**src/rtl/rc_packet_filter_and_unpacker_unit_macros.svh**
```systemverilog
// Assertion macros for the remote-control packet filter and unpacker
`ifndef RC_PACKET_FILTER_AND_UNPACKER_UNIT_MACROS_SVH
`define RC_PACKET_FILTER_AND_UNPACKER_UNIT_MACROS_SVH

// Check a consequence in the same cycle as its trigger
`define RCPF_ASSERT_SAME(lbl, clk_s, rst_s, ante, cons, msg) \
  lbl: assert property (@(posedge clk_s) disable iff (!rst_s) (ante) |-> (cons)) \
    else $error(msg);

// Check a consequence in the cycle after its trigger
`define RCPF_ASSERT_NEXT(lbl, clk_s, rst_s, ante, cons, msg) \
  lbl: assert property (@(posedge clk_s) disable iff (!rst_s) (ante) |=> (cons)) \
    else $error(msg);

`endif

```
**src/rtl/rcpf_pkg.sv**
```systemverilog
// Types and constants shared by the packet filter and unpacker modules
package rcpf_pkg;

  localparam int PACKET_LENGTH = 25;
  localparam int POS_W = 5;
  localparam logic [POS_W-1:0] COUNT_MAX = 5'd31;
  localparam logic [POS_W-1:0] LAST_POS = POS_W'(PACKET_LENGTH - 1);
  localparam logic [POS_W-1:0] ADDR_BYTES = 5'd3;
  localparam logic [POS_W-1:0] STICK_FIRST = 5'd3;
  localparam logic [POS_W-1:0] STICK_LAST = 5'd18;
  localparam logic [POS_W-1:0] BUTTON_FIRST = 5'd19;
  localparam logic [POS_W-1:0] BUTTON_LAST = 5'd22;
  localparam logic [7:0] BCAST_BYTE = 8'hFF;
  localparam logic [7:0] ACK_BASE = 8'h2D;

  localparam int CFG_ADDR_W = 3;
  localparam logic [0:0] CFG_IDX_OWN_TAIL = 1'b0;

  typedef enum logic [2:0] {
    ERR_OK,
    ERR_LENGTH,
    ERR_ADDRESS,
    ERR_CHECKSUM,
    ERR_UNPAIRED
  } rcpf_err_t;

  typedef struct packed {
    rcpf_err_t        err;
    logic [47:0]      sender;
    logic [3:0][31:0] stick;
    logic [3:0][7:0]  button;
  } rcpf_pkt_t;

  typedef struct packed {
    logic full;
    logic empty;
  } rcpf_qstat_t;

endpackage

```
**src/rtl/rcpf_if.sv**
```systemverilog
// Handshake channel interfaces for packet bytes and decoded results
interface rcpf_in_if;
  import rcpf_pkg::*;
  logic        valid;
  logic        ready;
  logic [7:0]  data_byte;
  logic        last_byte;
  logic [47:0] sender_address;

  modport source (output valid, data_byte, last_byte, sender_address, input ready);
  modport sink (input valid, data_byte, last_byte, sender_address, output ready);
endinterface

interface rcpf_out_if;
  import rcpf_pkg::*;
  logic        valid;
  logic        ready;
  logic [2:0]  error_code;
  logic [31:0] rudder_word;
  logic [31:0] throttle_word;
  logic [31:0] aileron_word;
  logic [31:0] elevator_word;
  logic [7:0]  arm_button;
  logic [7:0]  flip_button;
  logic [7:0]  control_mode;
  logic [7:0]  altitude_mode;
  logic [7:0]  ack_checksum;
  logic        newly_paired;

  modport source (
    output valid, error_code, rudder_word, throttle_word, aileron_word, elevator_word,
    output arm_button, flip_button, control_mode, altitude_mode, ack_checksum,
    output newly_paired,
    input  ready
  );
  modport sink (
    input  valid, error_code, rudder_word, throttle_word, aileron_word, elevator_word,
    input  arm_button, flip_button, control_mode, altitude_mode, ack_checksum,
    input  newly_paired,
    output ready
  );
endinterface

```
**src/rtl/rcpf_front.sv**
```systemverilog
// Byte front end: position tracking, address and checksum checks, payload capture
module rcpf_front
  import rcpf_pkg::*;
(
  input  logic          clk,
  input  logic          rst_n,
  input  logic [23:0]   own_tail,
  rcpf_in_if.sink       in_ch,
  input  rcpf_qstat_t   q_stat,
  output logic          push,
  output rcpf_pkt_t     push_pkt
);

  logic [POS_W-1:0]  byte_count_r;
  logic [7:0]        sum_r;
  logic              own_match_r;
  logic              bcast_match_r;
  logic              sum_ok_r;
  logic [15:0][7:0]  stick_r;
  logic [3:0][7:0]   button_r;

  logic              acc;
  logic [POS_W-1:0]  pos;
  logic [7:0]        b;
  logic [7:0]        want;
  logic              own_nxt;
  logic              bcast_nxt;
  logic [7:0]        sum_nxt;
  logic              sum_ok_nxt;
  logic [POS_W-1:0]  count_nxt;
  logic [3:0]        stick_idx;
  logic [1:0]        button_idx;
  rcpf_err_t         err;

  assign in_ch.ready = !q_stat.full;
  assign acc = in_ch.valid && in_ch.ready;
  assign pos = byte_count_r;
  assign b = in_ch.data_byte;

  always_comb begin
    unique case (pos)
      5'd0:    want = own_tail[23:16];
      5'd1:    want = own_tail[15:8];
      default: want = own_tail[7:0];
    endcase
  end

  assign own_nxt = own_match_r && !(pos < ADDR_BYTES && b != want);
  assign bcast_nxt = bcast_match_r && !(pos < ADDR_BYTES && b != BCAST_BYTE);
  assign sum_nxt = (pos < LAST_POS) ? sum_r + b : sum_r;
  assign sum_ok_nxt = (pos == LAST_POS) ? (sum_r == b) : sum_ok_r;
  assign count_nxt = (pos == COUNT_MAX) ? pos : pos + 5'd1;
  assign stick_idx = 4'(pos - STICK_FIRST);
  assign button_idx = 2'(pos - BUTTON_FIRST);

  always_comb begin
    priority if (pos != LAST_POS) begin
      err = ERR_LENGTH;
    end else if (!own_nxt && !bcast_nxt) begin
      err = ERR_ADDRESS;
    end else if (!sum_ok_nxt) begin
      err = ERR_CHECKSUM;
    end else begin
      err = ERR_OK;
    end
  end

  assign push = acc && in_ch.last_byte;
  assign push_pkt.err = err;
  assign push_pkt.sender = in_ch.sender_address;
  assign push_pkt.stick = stick_r;
  assign push_pkt.button = button_r;

  always_ff @(posedge clk) begin
    if (!rst_n) begin
      byte_count_r  <= '0;
      sum_r         <= '0;
      own_match_r   <= 1'b1;
      bcast_match_r <= 1'b1;
      sum_ok_r      <= 1'b0;
    end else if (acc) begin
      if (in_ch.last_byte) begin
        byte_count_r  <= '0;
        sum_r         <= '0;
        own_match_r   <= 1'b1;
        bcast_match_r <= 1'b1;
        sum_ok_r      <= 1'b0;
      end else begin
        byte_count_r  <= count_nxt;
        sum_r         <= sum_nxt;
        own_match_r   <= own_nxt;
        bcast_match_r <= bcast_nxt;
        sum_ok_r      <= sum_ok_nxt;
      end
    end
  end

  always_ff @(posedge clk) begin
    if (acc && pos >= STICK_FIRST && pos <= STICK_LAST) begin
      stick_r[stick_idx] <= b;
    end
    if (acc && pos >= BUTTON_FIRST && pos <= BUTTON_LAST) begin
      button_r[button_idx] <= b;
    end
  end

endmodule

```
**src/rtl/rcpf_queue.sv**
```systemverilog
// Two-entry packet queue between the front end and the result stage
module rcpf_queue
  import rcpf_pkg::*;
(
  input  logic        clk,
  input  logic        rst_n,
  input  logic        push,
  input  rcpf_pkt_t   push_pkt,
  input  logic        pop,
  output rcpf_pkt_t   pop_pkt,
  output rcpf_qstat_t q_stat
);

  rcpf_pkt_t  mem_r [2];
  logic       wr_ptr_r;
  logic       rd_ptr_r;
  logic [1:0] cnt_r;

  assign q_stat.full = (cnt_r == 2'd2);
  assign q_stat.empty = (cnt_r == 2'd0);
  assign pop_pkt = mem_r[rd_ptr_r];

  always_ff @(posedge clk) begin
    if (!rst_n) begin
      wr_ptr_r <= 1'b0;
      rd_ptr_r <= 1'b0;
      cnt_r    <= '0;
    end else begin
      if (push) begin
        wr_ptr_r <= !wr_ptr_r;
      end
      if (pop) begin
        rd_ptr_r <= !rd_ptr_r;
      end
      unique case ({push, pop})
        2'b10:   cnt_r <= cnt_r + 2'd1;
        2'b01:   cnt_r <= cnt_r - 2'd1;
        default: cnt_r <= cnt_r;
      endcase
    end
  end

  always_ff @(posedge clk) begin
    if (push) begin
      mem_r[wr_ptr_r] <= push_pkt;
    end
  end

endmodule

```
**src/rtl/rcpf_back.sv**
```systemverilog
// Result stage: pairing check, partner latch and registered result
module rcpf_back
  import rcpf_pkg::*;
(
  input  logic        clk,
  input  logic        rst_n,
  input  rcpf_qstat_t q_stat,
  input  rcpf_pkt_t   pop_pkt,
  output logic        pop,
  rcpf_out_if.source  out_ch
);

  logic [47:0] paired_r;
  logic        out_valid_r;
  rcpf_err_t   err_r;
  logic [3:0][31:0] stick_r;
  logic [3:0][7:0]  button_r;
  logic [7:0]  ack_r;
  logic        newly_r;

  rcpf_err_t   err_nxt;
  logic        newly_nxt;
  logic        pass;

  assign pop = !q_stat.empty && (!out_valid_r || out_ch.ready);

  always_comb begin
    newly_nxt = 1'b0;
    priority if (pop_pkt.err != ERR_OK) begin
      err_nxt = pop_pkt.err;
    end else if (paired_r == '0) begin
      err_nxt = ERR_OK;
      newly_nxt = 1'b1;
    end else if (paired_r != pop_pkt.sender) begin
      err_nxt = ERR_UNPAIRED;
    end else begin
      err_nxt = ERR_OK;
    end
  end

  assign pass = (err_nxt == ERR_OK);

  always_ff @(posedge clk) begin
    if (!rst_n) begin
      paired_r    <= '0;
      out_valid_r <= 1'b0;
    end else begin
      if (pop) begin
        out_valid_r <= 1'b1;
      end else if (out_ch.ready) begin
        out_valid_r <= 1'b0;
      end
      if (pop && newly_nxt) begin
        paired_r <= pop_pkt.sender;
      end
    end
  end

  always_ff @(posedge clk) begin
    if (pop) begin
      err_r    <= err_nxt;
      stick_r  <= pass ? pop_pkt.stick : '0;
      button_r <= pass ? pop_pkt.button : '0;
      ack_r    <= pass ? ACK_BASE + pop_pkt.button[0] + pop_pkt.button[1] : '0;
      newly_r  <= newly_nxt;
    end
  end

  assign out_ch.valid = out_valid_r;
  assign out_ch.error_code = err_r;
  assign out_ch.rudder_word = stick_r[0];
  assign out_ch.throttle_word = stick_r[1];
  assign out_ch.aileron_word = stick_r[2];
  assign out_ch.elevator_word = stick_r[3];
  assign out_ch.arm_button = button_r[0];
  assign out_ch.flip_button = button_r[1];
  assign out_ch.control_mode = button_r[2];
  assign out_ch.altitude_mode = button_r[3];
  assign out_ch.ack_checksum = ack_r;
  assign out_ch.newly_paired = newly_r;

endmodule

```
**src/rtl/rc_packet_filter_and_unpacker_unit.sv**
```systemverilog
// Top level of the remote-control packet filter and unpacker
// Usage:
//   in_ch carries one packet byte per transfer, with last_byte on the final
//   byte and the sender address sampled with that byte. out_ch carries one
//   result per packet: an error code and, on success, the decoded stick
//   words, button and mode bytes, acknowledge checksum and pairing flag.
//   The APB port holds own_address_tail at byte address 0; write it only
//   while no packet is in flight.
//   Throughput: one byte per cycle, sustained; in_ch.ready drops only when
//   the two-entry packet queue between the byte front end and the result
//   stage is full.
//   Result path: a packet is written into the packet queue when its last
//   byte transfers, then popped into the registered result stage once
//   out_ch is free, and that register drives the result on out_ch.
//   Reset: rst_n clears the byte position, checks, queue, output valid,
//   own_address_tail and the paired partner (no partner paired).
//   Stall: a result holds on out_ch until taken; up to two more packets
//   finish into the queue, after which in_ch is held off.
module rc_packet_filter_and_unpacker_unit
  import rcpf_pkg::*;
(
  input  logic                  clk,
  input  logic                  rst_n,
  rcpf_in_if.sink               in_ch,
  rcpf_out_if.source            out_ch,
  input  logic                  psel,
  input  logic                  penable,
  input  logic                  pwrite,
  input  logic [CFG_ADDR_W-1:0] paddr,
  input  logic [31:0]           pwdata,
  output logic [31:0]           prdata,
  output logic                  pready
);

`include "rc_packet_filter_and_unpacker_unit_macros.svh"

  logic [23:0]  own_tail_r;
  logic         cfg_wr;
  logic         push;
  logic         pop;
  rcpf_pkt_t    push_pkt;
  rcpf_pkt_t    pop_pkt;
  rcpf_qstat_t  q_stat;
  logic         last_xfer;
  logic         result_held;
  logic         err_out;
  logic         zero_payload;

  assign pready = 1'b1;
  assign cfg_wr = psel && penable && pwrite && pready;
  assign prdata = (paddr[2:2] == CFG_IDX_OWN_TAIL) ? {8'h00, own_tail_r} : '0;

  always_ff @(posedge clk) begin
    if (!rst_n) begin
      own_tail_r <= '0;
    end else if (cfg_wr && paddr[2:2] == CFG_IDX_OWN_TAIL) begin
      own_tail_r <= pwdata[23:0];
    end
  end

  rcpf_front u_front (
    .clk      (clk),
    .rst_n    (rst_n),
    .own_tail (own_tail_r),
    .in_ch    (in_ch),
    .q_stat   (q_stat),
    .push     (push),
    .push_pkt (push_pkt)
  );

  rcpf_queue u_queue (
    .clk      (clk),
    .rst_n    (rst_n),
    .push     (push),
    .push_pkt (push_pkt),
    .pop      (pop),
    .pop_pkt  (pop_pkt),
    .q_stat   (q_stat)
  );

  rcpf_back u_back (
    .clk     (clk),
    .rst_n   (rst_n),
    .q_stat  (q_stat),
    .pop_pkt (pop_pkt),
    .pop     (pop),
    .out_ch  (out_ch)
  );

  assign last_xfer = in_ch.valid && in_ch.ready && in_ch.last_byte;
  assign result_held = !q_stat.empty || out_ch.valid;
  assign err_out = out_ch.valid && out_ch.error_code != ERR_OK;
  assign zero_payload = out_ch.rudder_word == '0 && out_ch.ack_checksum == '0 &&
                        !out_ch.newly_paired;

  `RCPF_ASSERT_NEXT(a_last_queued, clk, rst_n, last_xfer, result_held, "last byte lost")
  `RCPF_ASSERT_SAME(a_err_no_payload, clk, rst_n, err_out, zero_payload, "payload on error")
  `RCPF_ASSERT_SAME(a_ready_full, clk, rst_n, !in_ch.ready, q_stat.full, "input held off early")

endmodule
```
**src/flat_wrapper.sv**
```systemverilog
// flat-port wrapper written by rule: the top's interface ports become plain ports
module rc_packet_filter_and_unpacker_unit_flat import rcpf_pkg::*;
  (clk, rst_n, psel, penable, pwrite, paddr, pwdata, prdata, pready, in_ch_valid, in_ch_data_byte, in_ch_last_byte, in_ch_sender_address, in_ch_ready, out_ch_valid, out_ch_error_code, out_ch_rudder_word, out_ch_throttle_word, out_ch_aileron_word, out_ch_elevator_word, out_ch_arm_button, out_ch_flip_button, out_ch_control_mode, out_ch_altitude_mode, out_ch_ack_checksum, out_ch_newly_paired, out_ch_ready);
  rcpf_in_if in_ch_i ();
  rcpf_out_if out_ch_i ();
  input  logic clk;
  input  logic rst_n;
  input  logic psel;
  input  logic penable;
  input  logic pwrite;
  input  logic [CFG_ADDR_W-1:0] paddr;
  input  logic [31:0] pwdata;
  output logic [31:0] prdata;
  output logic pready;
  input wire logic [$bits(in_ch_i.valid)-1:0] in_ch_valid;
  input wire logic [$bits(in_ch_i.data_byte)-1:0] in_ch_data_byte;
  input wire logic [$bits(in_ch_i.last_byte)-1:0] in_ch_last_byte;
  input wire logic [$bits(in_ch_i.sender_address)-1:0] in_ch_sender_address;
  output wire logic [$bits(in_ch_i.ready)-1:0] in_ch_ready;
  output wire logic [$bits(out_ch_i.valid)-1:0] out_ch_valid;
  output wire logic [$bits(out_ch_i.error_code)-1:0] out_ch_error_code;
  output wire logic [$bits(out_ch_i.rudder_word)-1:0] out_ch_rudder_word;
  output wire logic [$bits(out_ch_i.throttle_word)-1:0] out_ch_throttle_word;
  output wire logic [$bits(out_ch_i.aileron_word)-1:0] out_ch_aileron_word;
  output wire logic [$bits(out_ch_i.elevator_word)-1:0] out_ch_elevator_word;
  output wire logic [$bits(out_ch_i.arm_button)-1:0] out_ch_arm_button;
  output wire logic [$bits(out_ch_i.flip_button)-1:0] out_ch_flip_button;
  output wire logic [$bits(out_ch_i.control_mode)-1:0] out_ch_control_mode;
  output wire logic [$bits(out_ch_i.altitude_mode)-1:0] out_ch_altitude_mode;
  output wire logic [$bits(out_ch_i.ack_checksum)-1:0] out_ch_ack_checksum;
  output wire logic [$bits(out_ch_i.newly_paired)-1:0] out_ch_newly_paired;
  input wire logic [$bits(out_ch_i.ready)-1:0] out_ch_ready;
  assign in_ch_i.valid = in_ch_valid;
  assign in_ch_i.data_byte = in_ch_data_byte;
  assign in_ch_i.last_byte = in_ch_last_byte;
  assign in_ch_i.sender_address = in_ch_sender_address;
  assign in_ch_ready = in_ch_i.ready;
  assign out_ch_valid = out_ch_i.valid;
  assign out_ch_error_code = out_ch_i.error_code;
  assign out_ch_rudder_word = out_ch_i.rudder_word;
  assign out_ch_throttle_word = out_ch_i.throttle_word;
  assign out_ch_aileron_word = out_ch_i.aileron_word;
  assign out_ch_elevator_word = out_ch_i.elevator_word;
  assign out_ch_arm_button = out_ch_i.arm_button;
  assign out_ch_flip_button = out_ch_i.flip_button;
  assign out_ch_control_mode = out_ch_i.control_mode;
  assign out_ch_altitude_mode = out_ch_i.altitude_mode;
  assign out_ch_ack_checksum = out_ch_i.ack_checksum;
  assign out_ch_newly_paired = out_ch_i.newly_paired;
  assign out_ch_i.ready = out_ch_ready;
  rc_packet_filter_and_unpacker_unit u_core (.clk(clk), .rst_n(rst_n), .in_ch(in_ch_i), .out_ch(out_ch_i), .psel(psel), .penable(penable), .pwrite(pwrite), .paddr(paddr), .pwdata(pwdata), .prdata(prdata), .pready(pready));
endmodule
```
**config.mk**
```make
export PLATFORM = sky130hd
export DESIGN_NAME = rc_packet_filter_and_unpacker_unit_flat
export DESIGN_NICKNAME = d
export VERILOG_FILES = /design/src/rtl/rcpf_pkg.sv /design/src/rtl/rcpf_if.sv /design/src/rtl/rcpf_front.sv /design/src/rtl/rcpf_queue.sv /design/src/rtl/rcpf_back.sv /design/src/rtl/rc_packet_filter_and_unpacker_unit.sv /design/src/flat_wrapper.sv
export VERILOG_INCLUDE_DIRS = /design/src /design/src/rtl
export SDC_FILE = /design/constraint.sdc
export NUM_CORES = 1
export LEC_CHECK = 0
export BUFFER_PORTS_ARGS = -buffer_cell sky130_fd_sc_hd__buf_2
export CORE_MARGIN = 2
export CORE_UTILIZATION = 36
export CTS_CLUSTER_SIZE = 25
export DETAILED_ROUTE_END_ITERATION = 10
export PLACE_DENSITY_LB_ADDON = 0.3
export SLEW_MARGIN = 15
export SYNTH_ARGS = -nofsm -noshare
export SYNTH_HDL_FRONTEND = slang
export SYNTH_SLANG_ARGS = --single-unit
```
**constraint.sdc**
```tcl
create_clock -name clk -period 14.4 [get_ports clk]
set_input_delay 2.88 -clock clk [delete_from_list [all_inputs] [get_ports clk]]
set_output_delay 2.88 -clock clk [all_outputs]
set_load 0.02 [all_outputs]
```
Word-level counts from Yosys, hierarchy flattened
Memory sizes are Yosys's and may differ from the RTL's. A register that Yosys moved wholly into a read port is not among the register bits.
Cells that the tools add are included.
{"block": "word_totals", "regBits": 425, "mem_bits_rw": 420, "in_bits": 99, "output_inout_bits": 207, "word_cells": 143, "memories": 1}
{"block": "op_classes", "n_addsub": 8, "n_lt_le_gt_ge": 10, "n_eq_ne": 12, "muxes": 31, "n_bitwise": 1, "reduce_logical": 38}
{"name": "u_core.u_queue.mem_r", "depth": 2, "word_bits": 210, "rd": 1, "rd_clocked_by_memory_dff": 1, "wr": 1, "line": "rcpf_queue.sv:14", "text": "rcpf_pkt_t mem_r [2];"}
{"operator": "128-bit bitwise mux", "count": 1}
{"operator": "48-bit zero test", "count": 1}
{"operator": "48-bit != test", "count": 1}
{"operator": "32-bit bitwise mux", "count": 1}
{"operator": "8-bit demux with 4-bit select", "count": 1}
{"operator": "8-bit two-way mux", "count": 4}
{"operator": "24-bit two-way mux", "count": 1}
{"operator": "1-bit logical AND", "count": 18}
{"operator": "8-bit adder", "count": 2}
{"operator": "8-bit demux with 2-bit select", "count": 1}
{"operator": "8-bit one-hot mux with 2 select lines", "count": 1}
{"operator": "1-bit two-way mux", "count": 12}
{"operator": "5-bit equality test (second input constant)", "count": 2}
{"operator": "5-bit <= comparator (second input constant)", "count": 2}
{"operator": "5-bit two-way mux", "count": 2}
{"operator": "1-bit zero test", "count": 9}
{"operator": "3-bit two-way mux", "count": 3}
{"operator": "6-bit by 8-bit adder with 8-bit output (first input constant)", "count": 1}
{"operator": "8-bit equality test", "count": 1}
{"operator": "8-bit != test", "count": 1}
{"operator": "8-bit != test (second input constant)", "count": 1}
{"operator": "2-bit two-way mux", "count": 3}
{"operator": "2-bit nonzero test", "count": 3}
{"operator": "5-bit by 1-bit adder with 5-bit output (second input constant)", "count": 1}
{"operator": "other kinds (25)", "count": 27}

Depth between registers and ports, before layout
{"block": "logic_depth", "word_depth": 10, "mapped_depth": 14, "ltp_nobuf": 11}

Modules after synthesis
A second synthesis with hierarchy kept.
{"block": "unflattened", "hier_cells": 1877, "hier_area_um2": 32586.3}
{"module": "rcpf_queue", "instances": 1, "cells_each": 678, "area_per_inst_um2": 15427.3, "seq_area_each_um2": 12772.2}
{"module": "rcpf_back", "instances": 1, "cells_each": 623, "area_per_inst_um2": 9087.5, "seq_area_each_um2": 6145.9}
{"module": "rcpf_front", "instances": 1, "cells_each": 434, "area_per_inst_um2": 6846.6, "seq_area_each_um2": 5104.9}
{"module": "rc_packet_filter_and_unpacker_unit", "instances": 1, "cells_each": 142, "area_per_inst_um2": 1224.9, "seq_area_each_um2": 480.5}

Worst setup path before layout
No wires, ideal clock.
{"block": "synth_path", "path_type": "input-to-reg", "startpoint": "in in_ch_valid", "endpoint": "reg u_core.u_queue.wr_ptr_r", "setup_ns": 0.099, "t_arrival_ns": 12.711, "path_slack_ns": 1.590, "path_stages": 5, "path_buffers": 1, "path_cell_list": "and2_1 -> clkbuf_1 -> nand2_1 -> nor2_1 -> o21a_1"}
{"block": "synth_between", "elab_chain_cells": 2}
{"item": "start, declared", "line": "flat_wrapper.sv:15", "text": "input wire logic [$bits(in_ch_i.valid)-1:0] in_ch_valid;"}
{"item": "1-bit logical AND (2 in series)"}
{"item": "end signal, assigned", "line": "rcpf_queue.sv:30", "text": "wr_ptr_r <= !wr_ptr_r;"}
{"item": "end, declared", "line": "rcpf_queue.sv:15", "text": "logic wr_ptr_r;"}
No other way between the ends.
A chain may end at the register's enable or synchronous reset.

Final worst setup path
{"block": "layout_path", "startpoint": "in paddr[2]", "endpoint": "out prdata[15]"}
{"block": "layout_between", "elab_chain_cells": 1}
{"item": "start, declared", "line": "flat_wrapper.sv:11", "text": "input logic [CFG_ADDR_W-1:0] paddr;"}
{"item": "24-bit two-way mux", "line": "rc_packet_filter_and_unpacker_unit.sv:51", "text": "assign prdata = (paddr[2:2] == CFG_IDX_OWN_TAIL) ? {8'h00, own_tail_r} : '0;"}
{"item": "end, declared", "line": "flat_wrapper.sv:13", "text": "output logic [31:0] prdata;"}
No other way between the ends.

==> run summary <==
Clock Skews: 33.09 ps
Post-Syn Instances: 1861
Cell area after synthesis: 31940 µm²
Buffers & Inverters on Critical Path: 2
Area leader, netlist: edfxtp_1
Fin util: 0.4240
Drt total wl: 67.40 mm
Die Area: 91130 µm²
Largest net degree at the start of global routing: 116
Vias in the first global route: 16560
Netlist cell types: 51
Pwr/cell area: 176.9 nW/µm²
Clock network power share: 0.332
Post-Layout Cell Count: 3405
Synth Flop Type: edfxtp_1
DP Cell Count: 3239
Worst-path clk slew: 60 ps
Post-place setup slack: 8041 ps
Crit-path cells: buf_2, nor2b_1, buf_2
Worst VDD drop: 0.1151 mV
# fillers: 7908
Top Usage Layer GRT: met2
DR WL/cell: 19.80 µm
Crit-path max cell delay: 330 ps
Sequential fraction of the synthesis area: 0.7652
Maxcap violations: 0
Sw Share: 0.2946
Syn avg cell area: 17.16 µm²
Area Growth Syn to Fin: 16.95%
Slowest stage cell, crit path: buf_2
Peak Freq: 157.2 MHz
Finished Cell Area: 37360 µm²
Flop pwr share: 0.474
First drt pass iteration count: 5
Grt met3 use: 0.02930
Leak Pwr: 12.51 nW
Final ANT Viol Nets: 0
Detailed placement HPWL: 40.98 mm
TritonCTS clock tree: done
Req. time, crit path: 11520 ps
CTS Sinks: 845
Grt total ovfl: 0
All-Layer GR Usage: 0.1460
Remaining DRCs: 0
Synth top area cells: edfxtp_1 71%, mux2i_1 6.3%, dfxtp_1 5.8%
Setup TNS: 0 ps
Worst-path fanout max: 26
Internal Power: 4.660 mW
Placer Congestion: 0.8004
Arr. time, crit path: 3480 ps
Dpl cell area: 34520 µm²
Commonest non-fill, non-tap cell in the layout: edfxtp_1
CTS resizes: 0
Worst setup SP type: input pin
Final Cycle Share: 0.4416
Area share of the largest cell type after synthesis: 0.7069
Power share of the combinational group: 0.194
PnR worst setup slack: 8041 ps
Critical path class: in -> out
Commonest cells after routing, fill and taps aside: 752 x edfxtp_1, 286 x buf_2, 201 x mux2i_1, 110 x nor3_2
Die X: 301.9 µm
WHS: 430.2 ps
PortBufs: 286
Ratio of cells with drive above 1 in the final layout: 0.2577
RSZ-0062 raised after global routing: false
Status: finished clean
Via Count: 16260
Clk_lat worst skew: 640 ps
Top delay family on crit path: buffers and inverters
CTS root buffer: clkbuf_16
Hold Buf Count CTS: 0
Initial Util: 0.3626
DIE HEIGHT: 301.9 µm
Nets: 2293
H-tree Lvls: 3
Met1 usage: 0.1902
Crit path time final: 6359 ps
Setup crit end kind: output pin
Worst slew pin tran: 1069 ps
Endpoints failing setup: 0
Core region area: 88100 µm²
M2 GR Usage: 0.2451
Initial antenna violation count: 4
Power consumption: 6.607 mW
Vias per cell: 4.774
Switching power total: 1.947 mW
Yosys warning total: 0
Post CTS Setup Buffer Count: 0
Number of synthesized flops with an enable pin: 752
FF+latch count, synth: 845
Most numerous cell on the critical path: buf_2
Asr flop ratio synth: 0
Std cell rows: 109
Max clock buf depth: 3
TritonCTS Buffers: 89
Final Hold Viols: 0
# IOs: 306
Worst Hold Class: reg -> reg
Slew margin rel.: 0.2871
DR iter-0 viols: 1043
Max Slew Vio Count: 0
First-pass GRT wire length: 100.4 mm
cell usage after synthesis, types with 3 or more instances:
library cell and n:
edfxtp_1 752, buf_6 17, a21o_1 5, mux2i_1 201, clkbuf_1 70, nor2b_1 39, nand3_1 12, a21boi_0 26
and3_1 11, nand4_1 10, nor3_1 57, xnor2_1 59, o21ai_0 8, buf_2 3, inv_1 15, a22oi_1 16
nor3_2 110, nor2_1 83, a21oi_1 23, mux2_2 9, xor2_1 6, buf_1 5, o21a_1 49, ha_1 27
nand2_1 65, buf_4 10, nor4_1 30, nor3b_1 9, and2_1 10, dfxtp_1 93
worst paths after layout:
check,slack [ps],cells past startpoint,from,endpoint
setup reg to reg,8530,10,flip-flop,u_core.u_back.out_ch.elevator_word[9]$_SDFFCE_PP0P_
hold reg to reg,430,0,u_core.u_front.push_pkt[30]$_DFFE_PP_,u_core.u_queue.mem_r[1][30]$_DFFE_PP_
hold / removal,430,0,u_core.u_front.push_pkt[30]$_DFFE_PP_,u_core.u_queue.mem_r[1][30]$_DFFE_PP_
setup / recovery,8040,3,paddr[2],prdata[15]
routing by layer:
layer / up-vias / part of all wire / wire [µm]
met5: - / 0 / 0
met4: 0 / 0.021 / 1440
met3: 99 / 0.054 / 3631
met2: 403 / 0.49 / 33200
met1: 8097 / 0.43 / 29130
li1: 7657 / - / -
cell families after synthesis:
| family | synth area share |
|---|---|
| AO/OA/AOI/OAI | 0.02965 |
| XOR/XNOR | 0.01782 |
| adder cells (fa/ha/maj) | 0.01183 |
| buffers and inverters | 0.01939 |
| flip-flops | 0.7652 |
| multiplexers | 0.06702 |
| other | 0.0002351 |
| AND/OR/NAND/NOR | 0.08884 |
area by class of cell:
cell class | instances | area (µm²) | share of cell area
flip-flops and latches | 845 | 24450 | 0.6544
clock inverters | 58 | 461.7 | 0.01236
inverters | 15 | 56.30 | 0.001507
diodes | 1 | 2.502 | 0.00006699
multi-input cells | 903 | 6932 | 0.1856
well taps | 1165 | 1458 | 0.03902
repair buffers | 311 | 1632 | 0.04367
clock buffers | 107 | 2369 | 0.06340
flip-flops by register name (all words and copies together), names as in the netlist, 24 cells and up, named ones only:
name,count
u_core.u_back.paired_r,48
u_core.u_back.out_ch.elevator_word,32
u_core.u_back.out_ch.aileron_word,32
u_core.u_back.out_ch.throttle_word,32
u_core.u_front.push_pkt,160
u_core.u_back.out_ch.rudder_word,32
u_core.own_tail_r,24
u_core.u_queue.mem_r,420
power groups by stage:
stage	logic [mW]	registers [mW]	clock network (mW)
finish	1.28	3.13	2.19
global route	1.39	3.16	2.35
CTS	1.31	3.14	2.25
detailed placement	1.30	3.19	0
global placement	1.29	3.18	0
floorplan	0.657	3.49	0
Note: power is estimated with default switching activity, not from simulation.
